===== src/rtl/core/srf_pkg.sv =====
// Package for the sample ring buffer: op codes, field widths, constants
// and the stage word passed from the control stage to the output stage.
// No dependencies.
package srf_pkg;

   localparam int SAMPLE_W = 8;
   localparam int FILL_W   = 13;
   localparam int CNT_W    = 32;

   localparam logic [SAMPLE_W-1:0] SILENCE = 8'h80;
   localparam logic [CNT_W-1:0]    CNT_MAX = 32'hFFFF_FFFF;

   typedef enum logic [1:0] {
      OP_RX     = 2'd0,
      OP_STROBE = 2'd1,
      OP_STATS  = 2'd2
   } srf_op_type;

   // One item after pointer/counter update, waiting for the ring read data
   typedef struct packed {
      logic              rd;        // sample comes from ring read data
      logic              underrun;
      logic [FILL_W-1:0] fill;
      logic [CNT_W-1:0]  strobes;
      logic [CNT_W-1:0]  unders;
   } srf_stage_type;

   function automatic logic [CNT_W-1:0] sat_inc(input logic [CNT_W-1:0] v);
      sat_inc = (v == CNT_MAX) ? v : v + CNT_W'(1);
   endfunction

endpackage


===== src/rtl/core/srf_out.sv =====
// Output stage: resolves the sample from ring read data or the held
// sample, keeps the held sample, and registers the result word. Uses srf_pkg.
module srf_out
   import srf_pkg::*;
(
   input  logic                              clock,
   input  logic                              reset,
   input  logic                              stage_valid,
   output logic                              stage_ready,
   input  srf_stage_type                     stage,
   input  logic [SAMPLE_W-1:0]               ram_rd_data,
   output logic                              out_valid,
   input  logic                              out_ready,
   output logic [SAMPLE_W+1+FILL_W+2*CNT_W-1:0] out_data
);

   localparam int DATA_W = SAMPLE_W + 1 + FILL_W + 2 * CNT_W;

   logic                out_valid_ff, out_valid_in;
   logic [DATA_W-1:0]   data_ff, data_in;
   logic [SAMPLE_W-1:0] held_ff, held_in, sample;
   logic                move;

   assign stage_ready = !out_valid_ff || out_ready;
   assign move        = stage_valid && stage_ready;
   assign sample      = stage.rd ? ram_rd_data : held_ff;

   always_comb begin
      held_in      = (move && stage.rd) ? ram_rd_data : held_ff;
      data_in      = {stage.unders, stage.strobes, stage.fill, stage.underrun, sample};
      out_valid_in = move ? 1'b1 : (out_ready ? 1'b0 : out_valid_ff);
   end

   always_ff @(posedge clock) begin
      if (reset) begin
         out_valid_ff <= 1'b0;
         held_ff      <= SILENCE;
      end else begin
         out_valid_ff <= out_valid_in;
         held_ff      <= held_in;
      end
   end

   always_ff @(posedge clock) begin
      if (move) begin
         data_ff <= data_in;
      end
   end

   assign out_valid = out_valid_ff;
   assign out_data  = data_ff;

endmodule


===== config.mk =====
export PLATFORM = sky130hd
export DESIGN_NAME = srf_out
export DESIGN_NICKNAME = d
export VERILOG_FILES = /design/src/rtl/core/srf_pkg.sv /design/src/rtl/core/srf_out.sv
export SDC_FILE = /design/constraint.sdc
export NUM_CORES = 1
export LEC_CHECK = 0
export ABC_AREA = 1
export BUFFER_PORTS_ARGS = -buffer_cell sky130_fd_sc_hd__buf_2
export CAP_MARGIN = 0
export CORE_ASPECT_RATIO = 1.1
export CORE_MARGIN = 5
export CORE_UTILIZATION = 35
export DETAILED_ROUTE_END_ITERATION = 8
export PLACE_DENSITY = 0.68
export SYNTH_ARGS = -nofsm -noshare
export SYNTH_HDL_FRONTEND = slang
export SYNTH_SLANG_ARGS = --single-unit

===== constraint.sdc =====
create_clock -name clock -period 12.5 [get_ports clock]
set_input_delay 2.5 -clock clock [delete_from_list [all_inputs] [get_ports clock]]
set_output_delay 2.5 -clock clock [all_outputs]
set_load 0.02 [all_outputs]

==> results.json <==
{
  "crit_top_cell": "buf_2",
  "crit_fanout": 10,
  "drive_gt1_frac": 0.555,
  "die_w_um": 100,
  "maxSlewViolCount": 0,
  "p_clk_frac": 0.306,
  "worstPathCellList": "buf_2, inv_2, nand2_4, buf_2",
  "routed_wl_um": 6700,
  "drtIter0Drc": 53,
  "final.setup.tns_ns": 0,
  "area_growth_pct": 38.8,
  "power.density_nw_per_um2": 147,
  "cts.sinks": 95,
  "p_leak_nw": 1.93,
  "dp.cells": 460,
  "internal_power_mw": 0.486,
  "via_count": 2031,
  "finalHoldViolations": 0,
  "layout_worst_path_cycle_share": 0.437,
  "synth_top_family_by_area": "simple AND/OR/NAND/NOR gates",
  "syn_nets": 262,
  "die_area_um2": 10900,
  "cap_violations": 0,
  "crit_slowest_cell": "buf_2",
  "power.sequential.fraction": 0.584,
  "max_slew_margin": 0.287,
  "avgSynthCellArea_um2": 18.3,
  "path_buf_inv": 3,
  "insertion_delay_ns": 0.35,
  "grt_pass1_wl_um": 9590,
  "synthesis.area_um2": 3130,
  "netSwitchingFraction": 0.239,
  "synthAdderAreaFrac": 0,
  "wire_per_inst_um": 14.1,
  "ir_worst_vdd_mv": 0.0505,
  "gp_congestion": 0.724,
  "synth_compound_area_frac": 0.0144,
  "nFillCells": 816,
  "startpoint_type": "input pin",
  "ff_latch_area_um2": 2760,
  "yosysWarnings": 0,
  "port_buffers": 178,
  "fp.coreArea_um2": 8780,
  "synth_xor_area_frac": 0,
  "timing.fmax_mhz": 183,
  "outcome": "finished, final reports clean",
  "final_common_cell": "buf_2",
  "start_util": 0.356,
  "cts.hold.buffers_added": 0,
  "ys_types": 17,
  "multi_input_comb_area_um2": 260,
  "root_buffer": "clkbuf_8",
  "grt_pass1_vias": 1959,
  "dr.pass1.iters": 4,
  "clkTransAtPathRegs_ns": 0.09,
  "synth-simple-area-share": 0.0616,
  "power.net_switching_mw": 0.153,
  "fin_nets": 448,
  "ys_seq_area_frac": 0.883,
  "ctsResizeCount": 0,
  "setup_violations": 0,
  "ios": 179,
  "fin_cells": 476,
  "hold_path_class": "register to register",
  "synth-seq-cells": 95,
  "fin_crit_ns": 5.47,
  "grt-ovfl-total": 0,
  "grt_max_degree": 87,
  "critical_path.endpoint_type": "output port",
  "cp_data_arrival_time_ns": 2.97,
  "antennaDiodeCount": 0,
  "cts_tree": "done",
  "cp.required_ns": 10.00,
  "synth.mux.area_fraction": 0.00360,
  "max_stage_delay_ns": 0.18,
  "grt_use_total": 0.118,
  "fin_skew_ns": 0.0103,
  "post_cts_buffers": 0,
  "crit_family": "buffers and inverters",
  "path_class": "input pin to output port",
  "routed_via_density": 4.27,
  "cts_inserted_buffers": 9,
  "pwr-share-comb": 0.110,
  "die_h_um": 109,
  "rsz0062_at_grt": "false",
  "final_cell_mix": "buf_2 (178), edfxtp_1 (86), nand2_1 (22)",
  "drc": 0,
  "cts_max_level": 3,
  "worst_pin_slew_ns": 1.07,
  "ant_nets": 0,
  "syn_inst": 171,
  "rows": 36,
  "antenna_found_initial": 0,
  "ctsLongestPathBuffers": 2
}
-- layout make-up --
| type | count | share of cell area |
|---|---|---|
| repair buffers | 179 | 0.207 |
| clock inverters | 7 | 0.0167 |
| flip-flops and latches | 95 | 0.636 |
| clock buffers | 9 | 0.0285 |
| multi-input cells | 50 | 0.0599 |
| well taps | 114 | 0.0328 |
| inverters | 22 | 0.0190 |
-- sequential cells by signal, indices dropped and copies added, names as in the netlist --
| register | cells |
|---|---|
| out_data | 86 |
| held_ff | 8 |
| out_valid | 1 |
-- power groups by stage --
stage	Combinational [mW]	Clock, mW	Sequential (mW)
after floorplan	0.0148	0	0.406
after global routing	0.0762	0.215	0.375
after global placement	0.0701	0	0.380
after detailed placement	0.0716	0	0.381
final	0.0702	0.195	0.373
after CTS	0.0717	0.204	0.374
-- final timing paths --
check,start,end,slack (ns),depth (start not counted)
max,out_ready,stage_ready,7.03,4
min,held_ff[7]$_SDFFE_PP1P_,held_ff[7]$_SDFFE_PP1P_,0.47,2
max reg2reg,out_valid$_SDFFE_PP0P_,out_data[29]$_DFFE_PP_,10.73,2
min reg2reg,held_ff[7]$_SDFFE_PP1P_,held_ff[7]$_SDFFE_PP1P_,0.47,2
-- stage by stage --
| stage | total power [mW] | util | area (um^2) | worst slack (ns) | hold slack [ns] |
|---|---|---|---|---|---|
| floorplan | 0.420 | - | 3130 | 5.08 | 0.425 |
| global route | 0.666 | 0.494 | 4340 | 7.00 | 0.512 |
| global placement | 0.450 | 0.472 | 4150 | 7.04 | 0.444 |
| CTS | 0.649 | 0.494 | 4340 | 7.03 | 0.479 |
| finish | 0.639 | 0.494 | 4340 | 7.03 | 0.469 |
| detailed placement | 0.452 | 0.472 | 4150 | 7.03 | 0.457 |
-- cells in the mapped netlist (all sizes together) --
library cell | count | area share
inv | 22 | 0.026
nand2 | 23 | 0.030
mux2 | 1 | 0.0036
nand4 | 7 | 0.014
dfxtp | 9 | 0.058
nand3 | 2 | 0.0072
nor2 | 8 | 0.010
a21oi | 2 | 0.0032
buf | 4 | 0.011
edfxtp | 86 | 0.83
o21ai | 7 | 0.011
-- layer usage --
metal  up-vias  track usage  routed length (um)  share of wire
li1        978            -                   -              -
met2        96        0.201                3450           0.52
met5         -            0                   0              0
met4         0       0.0693                 147          0.022
met1       943        0.133                2460           0.37
met3        14       0.0288                 639          0.095
-- tightest hold or removal path, cell delays in order, from the launching register on --
cell	delay (ns)
dfxtp_1	0.34
nand2_1	0.05
nand3_1	0.05
-- cells by family after synthesis --
family,count (synthesis)
DFF,95
muxes,1
AOI/OAI and AO/OA,9
and+or+nand+nor,40
buffers and inverters,26
Power figures use the tool's default switching activity.
