$ cat config.mk
export PLATFORM = sky130hd
export DESIGN_NAME = srf_ctrl
export DESIGN_NICKNAME = d
export VERILOG_FILES = /design/src/rtl/core/srf_pkg.sv /design/src/rtl/core/srf_ctrl.sv
export SDC_FILE = /design/constraint.sdc
export NUM_CORES = 1
export LEC_CHECK = 0
export BUFFER_PORTS_ARGS = -buffer_cell sky130_fd_sc_hd__buf_4
export CAP_MARGIN = 20
export CORE_ASPECT_RATIO = 0.7
export CORE_UTILIZATION = 30
export CTS_BUF_LIST = sky130_fd_sc_hd__clkbuf_4 sky130_fd_sc_hd__clkbuf_8 sky130_fd_sc_hd__clkbuf_16
export DETAILED_ROUTE_END_ITERATION = 12
export PLACE_DENSITY_LB_ADDON = 0.05
export SETUP_SLACK_MARGIN = 0.05
export SLEW_MARGIN = 40
export SYNTH_ARGS = -nofsm -noshare
export SYNTH_HDL_FRONTEND = slang
export SYNTH_SLANG_ARGS = --single-unit
$ cat constraint.sdc
create_clock -name clock -period 9.1 [get_ports clock]
set_input_delay 0.91 -clock clock [delete_from_list [all_inputs] [get_ports clock]]
set_output_delay 0.91 -clock clock [all_outputs]
set_load 0.02 [all_outputs]
$ cat src/rtl/core/srf_pkg.sv
// Package for the sample ring buffer: op codes, field widths, constants
// and the stage word passed from the control stage to the output stage.
// No dependencies.
package srf_pkg;

   localparam int SAMPLE_W = 8;
   localparam int FILL_W   = 13;
   localparam int CNT_W    = 32;

   localparam logic [SAMPLE_W-1:0] SILENCE = 8'h80;
   localparam logic [CNT_W-1:0]    CNT_MAX = 32'hFFFF_FFFF;

   typedef enum logic [1:0] {
      OP_RX     = 2'd0,
      OP_STROBE = 2'd1,
      OP_STATS  = 2'd2
   } srf_op_type;

   // One item after pointer/counter update, waiting for the ring read data
   typedef struct packed {
      logic              rd;        // sample comes from ring read data
      logic              underrun;
      logic [FILL_W-1:0] fill;
      logic [CNT_W-1:0]  strobes;
      logic [CNT_W-1:0]  unders;
   } srf_stage_type;

   function automatic logic [CNT_W-1:0] sat_inc(input logic [CNT_W-1:0] v);
      sat_inc = (v == CNT_MAX) ? v : v + CNT_W'(1);
   endfunction

endpackage

$ cat src/rtl/core/srf_ctrl.sv
// Accept stage: pointers, saturating counters, ring write/read issue and
// the stage register that waits for ring read data. Uses srf_pkg.
module srf_ctrl
   import srf_pkg::*;
#(
   parameter int RING_ADDR_BITS = 13
) (
   input  logic                      clock,
   input  logic                      reset,
   input  logic                      in_valid,
   output logic                      in_ready,
   input  logic [1:0]                in_op,
   input  logic [SAMPLE_W-1:0]       in_byte,
   output logic                      ram_wr_en,
   output logic [RING_ADDR_BITS-1:0] ram_wr_addr,
   output logic [SAMPLE_W-1:0]       ram_wr_data,
   output logic                      ram_rd_en,
   output logic [RING_ADDR_BITS-1:0] ram_rd_addr,
   output logic                      stage_valid,
   input  logic                      stage_ready,
   output srf_stage_type             stage
);

   localparam int DIFF_W = (RING_ADDR_BITS > FILL_W) ? RING_ADDR_BITS : FILL_W;

   logic [RING_ADDR_BITS-1:0] wp_ff, wp_in, rp_ff, rp_in;
   logic [CNT_W-1:0]          str_ff, str_in, und_ff, und_in;
   logic                      s1_valid_ff, s1_valid_in;
   srf_stage_type             s1_ff, s1_in;

   srf_op_type                op;
   logic                      accept, empty, is_rx, is_read, is_under, is_stats;
   logic [CNT_W-1:0]          str_upd, und_upd;
   logic [RING_ADDR_BITS-1:0] diff;
   logic [DIFF_W-1:0]         diff_ext;

   assign op       = srf_op_type'(in_op);
   assign in_ready = !s1_valid_ff || stage_ready;
   assign accept   = in_valid && in_ready;
   assign empty    = (rp_ff == wp_ff);

   always_comb begin
      is_rx    = 1'b0;
      is_read  = 1'b0;
      is_under = 1'b0;
      is_stats = 1'b0;
      case (op)
         OP_RX:     is_rx = 1'b1;
         OP_STROBE: begin
            is_read  = !empty;
            is_under = empty;
         end
         OP_STATS:  is_stats = 1'b1;
         default:   ;
      endcase
   end

   always_comb begin
      wp_in   = wp_ff;
      rp_in   = rp_ff;
      str_upd = str_ff;
      und_upd = und_ff;
      if (accept && is_rx) begin
         wp_in = wp_ff + RING_ADDR_BITS'(1);
      end
      if (accept && is_read) begin
         rp_in   = rp_ff + RING_ADDR_BITS'(1);
         str_upd = sat_inc(str_ff);
      end
      if (accept && is_under) begin
         und_upd = sat_inc(und_ff);
      end
      str_in = (accept && is_stats) ? '0 : str_upd;
      und_in = (accept && is_stats) ? '0 : und_upd;

      // fill after this item's pointer update, low bits only
      diff     = wp_in - rp_in;
      diff_ext = DIFF_W'(diff);

      s1_in.rd       = is_read;
      s1_in.underrun = is_under;
      s1_in.fill     = diff_ext[FILL_W-1:0];
      s1_in.strobes  = str_upd;
      s1_in.unders   = und_upd;

      s1_valid_in = accept ? 1'b1 : (stage_ready ? 1'b0 : s1_valid_ff);
   end

   assign ram_wr_en   = accept && is_rx;
   assign ram_wr_addr = wp_ff;
   assign ram_wr_data = in_byte;
   assign ram_rd_en   = accept && is_read;
   assign ram_rd_addr = rp_ff;

   always_ff @(posedge clock) begin
      if (reset) begin
         wp_ff       <= '0;
         rp_ff       <= '0;
         str_ff      <= '0;
         und_ff      <= '0;
         s1_valid_ff <= 1'b0;
      end else begin
         wp_ff       <= wp_in;
         rp_ff       <= rp_in;
         str_ff      <= str_in;
         und_ff      <= und_in;
         s1_valid_ff <= s1_valid_in;
      end
   end

   always_ff @(posedge clock) begin
      if (accept) begin
         s1_ff <= s1_in;
      end
   end

   assign stage_valid = s1_valid_ff;
   assign stage       = s1_ff;

   a_rd_excl: assert property (@(posedge clock) disable iff (reset)
      s1_valid_ff |-> !(s1_ff.rd && s1_ff.underrun))
      else $error("stage word marked both read and underrun");

   a_empty_under: assert property (@(posedge clock) disable iff (reset)
      (accept && op == OP_STROBE && empty) |=> (s1_valid_ff && s1_ff.underrun
                                                && $stable(rp_ff)))
      else $error("strobe on empty ring not flagged as underrun");

   a_wp_adv: assert property (@(posedge clock) disable iff (reset)
      (accept && op == OP_RX) |=> (wp_ff == $past(wp_ff) + RING_ADDR_BITS'(1)))
      else $error("write pointer did not advance on received byte");

endmodule

==> results of run 1 <==
## sequential cells by signal (all words and copies together), names as in the netlist
| register | flops |
|---|---|
| ram_rd_addr | 13 |
| ram_wr_addr | 13 |
| stage | 79 |
| stage_valid | 1 |
| str_ff | 32 |
| und_ff | 32 |
## cell families after synthesis
logic type | share of synthesized area, %
and+or+nand+nor | 23.2
DFF | 54.4
xor gates and xnor gates | 12.9
buffers and inverters | 2.73
AOI/OAI and AO/OA | 4.12
adders and majority gates | 1.88
muxes | 0.682
## synthesized netlist by cell type, types with 4 or more instances
cell type / count
clkbuf_1: 10
nor3_1: 10
nor4_1: 5
or4_1: 4
nand3_1: 34
a21oi_1: 10
nor2_1: 51
inv_1: 13
edfxtp_1: 79
and3_1: 18
nor2b_1: 73
buf_4: 10
nand4_1: 23
and2_1: 5
xor2_1: 46
and4_1: 17
dfxtp_1: 91
xnor2_1: 60
ha_1: 10
nand2_1: 34
## final cells by class
class / count / area [sq um] / area share [%]
Tap cell: 325 / 407 / 4.31
Clock buffer: 19 / 453 / 4.80
Timing Repair Buffer: 117 / 878 / 9.31
Sequential cell: 170 / 4190 / 44.4
Multi-Input combinational cell: 465 / 3310 / 35.1
Clock inverter: 13 / 143 / 1.51
Inverter: 14 / 53.8 / 0.570
## layout by cell type (no fill, tap or decap), types with 2 or more instances in the layout
master     instances
a211oi_1           3
nor4b_1            2
o31ai_1            2
nor2_1            51
and3_1            18
a2111oi_0          2
nor4_1             5
nand3b_1           2
buf_4            117
nor4b_2            2
nor3_2             4
dfxtp_1           91
clkbuf_16         17
nor2b_1           73
nor3_1             9
bufinv_16          2
or4_1              4
ha_1              10
clkinv_2           4
nand2b_1           3
xor2_1            46
nor3b_4            2
and2_1             5
edfxtp_1          79
clkinv_4           4
clkbuf_8           2
nand4_1           23
nand2_1           34
or2_2              3
mux2_2             2
o211ai_1           3
xnor2_1           60
mux2i_1            3
inv_6              2
a211oi_2           2
inv_1             12
and4_1            17
a21oi_1           10
nand3_1           34
or3_1              2
## report_power, final
| part | switching [mW] | leakage (nW) | internal, mW |
|---|---|---|---|
| Sequential | 0.00742 | 1.52 | 0.819 |
| Combinational | 0.0655 | 1.95 | 0.0337 |
| Clock | 0.322 | 0.297 | 0.422 |
| Total | 0.395 | 3.77 | 1.27 |
## stage by stage
| stage | total power, mW | cells | worst slack [ps] | util [%] | hold slack, ps |
|---|---|---|---|---|---|
| after detailed placement | 0.944 | 1090 | 3860 | 35.4 | 569 |
| final | 1.67 | 1123 | 4250 | 37.9 | 580 |
| after global placement | 0.943 | 1090 | 4000 | 35.4 | 573 |
| after CTS | 1.69 | 1122 | 4070 | 37.8 | 582 |
| after global routing | 1.73 | 1123 | 4090 | 37.9 | 603 |
| after floorplan | 0.903 | 676 | 4530 | - | 540 |
## metal layers
metal,vias up,wire [um]
li1,2593,-
met1,2533,10100
met2,130,7870
met3,15,1200
met4,0,174
met5,-,0
## worst max-delay path: stages
cell	delay, ps
buf_4	70
nand2b_1	280
or3b_1	570
nor2_1	570
mux2i_1	350
inv_1	100
fa_1	470
nand2b_1	170
o21bai_1	160
a31o_4	150
nor4b_4	210
nor4b_2	100
o41ai_2	640
or4_1	200
nand3_1	70
## worst paths after layout
check | from | end | slack [ps]
min reg2reg | und_ff[31] | stage[31] | 580
max reg2reg | ram_rd_addr[5] | stage[76] | 4380
min | und_ff[31] | stage[31] | 580
max | stage_ready | stage[76] | 4250
==> metrics.txt, run 1 <==
vias in the first global route 5177; largest net degree at the start of global routing 65; Rows 48; first-pass GRT wire length around 30000 um; upper clock frequency limit between 0.2 and 0.25 GHz; Primary FF master, synth dfxtp_1; chip height 136 um; worst slew pin tran between 700 and 800 ps; WL final just under 20000 um; unique cell type count in the Yosys netlist 67; WP data arrival between 5000 and 6000 ps; crit path launch type input port; syn_nets approximately 700; core area 24900 sq um; sequential share of the synthesized area 54.4%; number of antenna diodes 0; Synth warnings 0; DR DRC count 0; CTS sink cnt 170; cts bufs inserted 17; met2 global-route usage 21.0%; top cell type by total area after synthesis edfxtp_1; post-synth top area share 30.8%; nets@finish 810; Worst Path Required 9270 ps; via count roughly 5300; min Tclk post-route between 4000 and 5000 ps; PostCTS Resize Cnt 0; Reg2Reg Depth 16; met3 Resource Use GR roughly 4.5%; Cell Area, Synth between 7000 and 8000 sq um; Hold Path Class reg -> reg; CP max FO 9; final setup vio count 0; worst-case clock buffer depth 2; average size of a mapped cell about 11 sq um; P&R area growth vs syn 22.5%; Final Wtd Congestion 0.818; share of cells above drive strength 1 22.4%; cell area after layout about 9400 sq um; hold_buf cts 0; fin crit share between 50 and 60%; setup TNS 0 ps; I/O Buffers ~110; Starting Density a little under a third; CTS tree built; fillcell total around 2400; post-detail-place hpwl ~14000 um; antenna violations before repair 0; Die Wd 194 um; Synth area leaders edfxtp_1, dfxtp_1, xnor2_1; maximum VDD drop 0.127 mV; H-tree depth 4; total grt overflow 0; DRT iter0 DRCs 208; I/O pin count 131; Hold Violations, Final 0; Seq cells post-synth 170; Static Leakage around 3.8 nW; async set or reset register ratio after synthesis 0%; MaxCap Viol Count 0; M1 GR Usage a little under a quarter; Setup Buffers After CTS 0; busiest grt layer met1; Worst Setup End Kind register; area post-placement between 8000 and 9000 sq um; RSZ-0062 raised after global routing no; Worst-path clk slew 70 ps; Post-DRT Antenna Nets 0; worst skew pair latency about 440 ps; Post-Synthesis Cells a little under 700; Worst Clk Skew approximately 14 ps; Pins Over Slew Limit 0; Detailed Routing Iterations Pass 1 4; status complete, no violations; Tot GR Track Use ~15%; Die ar. 26300 sq um; normalized max-slew margin 49.9%; root buffer cell clkbuf_16; DR vias/cell between 4 and 5; WL/cell about 17 um; Power Density around 180 nW/um^2; Post-synth EDFFs between 70 and 80; Hold Crit Depth 1; Crit Path Category in -> reg
Power figures use the tool's default switching activity.
==> run 2: changes to the inputs <==
--- a/config.mk
+++ b/config.mk
@@ -5,6 +5,7 @@
 export SDC_FILE = /design/constraint.sdc
 export NUM_CORES = 1
 export LEC_CHECK = 0
+export ABC_AREA = 1
 export BUFFER_PORTS_ARGS = -buffer_cell sky130_fd_sc_hd__buf_4
 export CAP_MARGIN = 20
 export CORE_ASPECT_RATIO = 0.7
==> constraint.sdc (replaced) <==
create_clock -name clock -period 4.09 [get_ports clock]
set_input_delay 0.409 -clock clock [delete_from_list [all_inputs] [get_ports clock]]
set_output_delay 0.409 -clock clock [all_outputs]
set_load 0.02 [all_outputs]
==> run 2 against run 1 <==
  * Total power rose by 130%
  * Via count rose by 35%
  * Core utilization fell by 0.62 points
  * Worst hold slack got worse by 250 ps
  * Critical endpoint is now stage[74]
  * Highest routed layer unchanged
==> metrics.txt, run 2 <==
syn_nets 1118 (was 701); Seq cells post-synth 170 (unchanged); Hold Path Class in -> reg (was reg -> reg); min Tclk post-route 3610 ps; Max Used Layer met4 (unchanged); Die Wd 205 um (was 194 um); Worst Hold Path EP stage_valid (was stage[31]); hold_buf cts 0 (unchanged); largest net degree at the start of global routing 65 (unchanged); Starting Density 30.8% (was 30.9%); worst skew pair latency 440 ps (about the same); commonest cells in the synthesized netlist nand2_1, inv_1, nor2_1 (was dfxtp_1, edfxtp_1, nor2b_1); I/O Buffers 114 (unchanged); DR DRC count 0 (unchanged); worst r2r src ram_rd_addr[7] (was ram_rd_addr[5]); Hold Crit Depth 4 (was 1); upper clock frequency limit 0.277 GHz; Cell Area, Synth 8680 sq um (was 7710 sq um); Synth warnings 0 (unchanged); root buffer cell clkbuf_16 (unchanged); CP max FO 14 (was 9); Post-Route M1 WL 13500 um (was 10100 um); Detailed Routing Iterations Pass 1 7 (was 4); most frequent cells in the layout nand2_1, inv_1, nor2_1 (was buf_4, dfxtp_1, edfxtp_1); WL/cell 15.4 um (was 17.2 um); setup TNS 0 ps (unchanged); CP top delay family simple AND/OR/NAND/NOR gates (unchanged); RSZ-0062 raised after global routing no (unchanged); Max stage delay cell, worst path dfxtp_1 (was o41ai_2); worst r2r dst stage[74] (was stage[76]); Worst Clk Skew 9.67 ps (was 14.5 ps); Power Density 366 nW/um^2 (was 177 nW/um^2); Rows 51 (was 48); H-tree depth 4 (unchanged); commonest non-fill, non-tap cell in the layout nand2_1 (was buf_4); Final Core Density 37.2% (was 37.9%); normalized max-slew margin 54.3% (was 49.9%); Synth area leaders edfxtp_1, dfxtp_1, nand2_1 (was edfxtp_1, dfxtp_1, xnor2_1); maximum VDD drop 0.266 mV (was 0.127 mV); post-detail-place hpwl 18600 um (was 13800 um); P&R area growth vs syn 20.8% (was 22.5%); DRT iter0 DRCs 513 (was 208); CTS sink cnt 170 (unchanged); MaxCap Viol Count 0 (unchanged); fin crit share roughly 88%; Pins Over Slew Limit 0 (unchanged); count leader, synth nand2_1 (was dfxtp_1); Static Leakage 4.58 nW (was 3.77 nW); top cell type by total area after synthesis edfxtp_1 (unchanged); WL final 24400 um (was 19400 um); sequential share of the synthesized area 48.3% (was 54.4%); CP Cell Sequence inv_1 -> nand2_1 -> nand2_1 -> inv_1 -> nand3_1 -> nor2_1 -> nand2_2 -> nand3_2 -> buf_4 -> inv_2 -> o21ai_0 -> inv_1 -> fa_1 -> nor2_1 -> nand3_1 -> nand3_1 -> nand2_1 -> nand2_1 -> nand2_1 -> nand3_1 -> nand2_1 (was buf_4 -> nand2b_1 -> or3b_1 -> nor2_1 -> mux2i_1 -> inv_1 -> fa_1 -> nand2b_1 -> o21bai_1 -> a31o_4 -> nor4b_4 -> nor4b_2 -> o41ai_2 -> or4_1 -> nand3_1); unique cell type count in the Yosys netlist 34 (was 67); Post-Synthesis Cells 1093 (was 676); Primary FF master, synth dfxtp_1 (unchanged); worst slew pin tran 681 ps (was 751 ps); Crit Path Category reg -> reg (was in -> reg); Worst Path Required 4290 ps (was 9270 ps); DR vias/cell 4.47 (was 4.69); nets@finish 1229 (was 810); via count 7102 (was 5271); Worst-path clk slew 70 ps (about the same); Critical Path Max Stage Delay 460 ps (was 640 ps); chip height 144 um (was 136 um); CTS tree built (unchanged); PostCTS Resize Cnt 0 (unchanged); DR WL met2 9620 um (was 7870 um); Worst Setup End Kind register (unchanged); status complete, no violations (unchanged); share of cells above drive strength 1 14.4% (was 22.4%); Post-DRT Antenna Nets 0 (unchanged); Setup Buffers After CTS 0 (unchanged); worst-case clock buffer depth 2 (unchanged); core area 28100 sq um (was 24900 sq um); cts bufs inserted 17 (unchanged); vias in the first global route 6696 (was 5177); Critical Path Most Common Cell nand2_1 (was nand2b_1); WP data arrival 3810 ps (was 5020 ps); crit path launch type register (was input port); WL met3 1080 um (was 1200 um); HP Start stage_ready (was und_ff[31]); Tot GR Track Use 17.0% (was 15.2%); Hold Violations, Final 0 (unchanged); async set or reset register ratio after synthesis 0% (unchanged); antenna violations before repair 0 (unchanged); final setup vio count 0 (unchanged); Largest register FFs 79 (unchanged); Final Wtd Congestion 0.876 (was 0.818); first-pass GRT wire length 38200 um (was 30400 um); post-synth top area share 27.3% (was 30.8%); FF-to-FF setup slack 480 ps (was 4380 ps); average size of a mapped cell 7.94 sq um (was 11.4 sq um); number of antenna diodes 0 (unchanged); Reg2Reg Depth 21 (was 16); CP bufs+invs 5 (was 2); I/O pin count 131 (unchanged); Post-synth EDFFs 79 (unchanged); total grt overflow 0 (unchanged); Die ar. 29600 sq um (was 26300 sq um)
## run 2: changes by cell type in the layout (fill, tap and decap cells not counted), sizes merged, moves of 26 or more
cell / before / now
inv: 16 / 171
nand2: 34 / 269
nor2: 51 / 128
nor2b: 73 / 0
nor3: 13 / 39
o21ai: 2 / 31
xnor2: 62 / 15
xor2: 46 / 73
## run 2: logic make-up (layout without fill, tap and decap cells)
family	count (synthesis)	count (layout)	share of synthesized area (%)
XOR/XNOR	88	88	8.88
AND/OR/NAND/NOR	551	551	27.5
buffers and inverters	201	325	9.29
flip-flops	170	170	48.3
AO/OA/AOI/OAI	72	72	4.35
adder cells (fa/ha/maj)	11	11	1.67
## run 2: report_power, final
part,switching (mW),leakage (nW),internal [mW]
sequential,0.0286,1.54,1.85
combinational,0.284,2.80,0.147
clock,0.741,0.248,0.784
total,1.05,4.58,2.78
## run 2: layout make-up
cell class                 count  area, sq um
fill                        2945        17700
sequential                   170         4190
multi-input combinational    722         3680
timing repair buffer         125          967
inverter                     168          633
tap                          371          464
clock buffer                  17          425
clock inverter                15          118
## run 2: routing by layer
metal | up-vias | track usage [%]
li1 | 3697 | -
met4 | 0 | 3.98
met2 | 141 | 22.8
met1 | 3247 | 26.9
met5 | - | 0
met3 | 17 | 3.54
## run 2: metrics by stage
| step | cell area, sq um | std cells | power (mW) | hold slack, ps | setup slack [ps] |
|---|---|---|---|---|---|
| 2_1_floorplan | 8680 | 1093 | 2.18 | 481 | 909 |
| 3_3_place_gp | 9930 | 1556 | 2.36 | 510 | 575 |
| 3_5_place_dp | 9940 | 1556 | 2.35 | 515 | 507 |
| 4_1_cts | 10500 | 1588 | 3.90 | 287 | 481 |
| 5_1_grt | 10500 | 1588 | 4.01 | 321 | 79.3 |
| 6_report | 10500 | 1588 | 3.83 | 327 | 480 |
## run 2: how the worst max path moves through the flow
stage | startpoint | end | cells past startpoint
after global placement | ram_rd_addr[8] | stage[74] | 21
after CTS | ram_rd_addr[7] | stage[74] | 21
final | ram_rd_addr[7] | stage[74] | 21
after detailed placement | ram_rd_addr[7] | stage[74] | 21
after global routing | ram_rd_addr[7] | stage[74] | 21
after floorplan | stage_ready | str_ff[10] | 10
## run 2: tightest hold or removal path: stages
cell,delay (ps)
buf_4,70
inv_1,40
nand2_1,100
a21oi_1,90
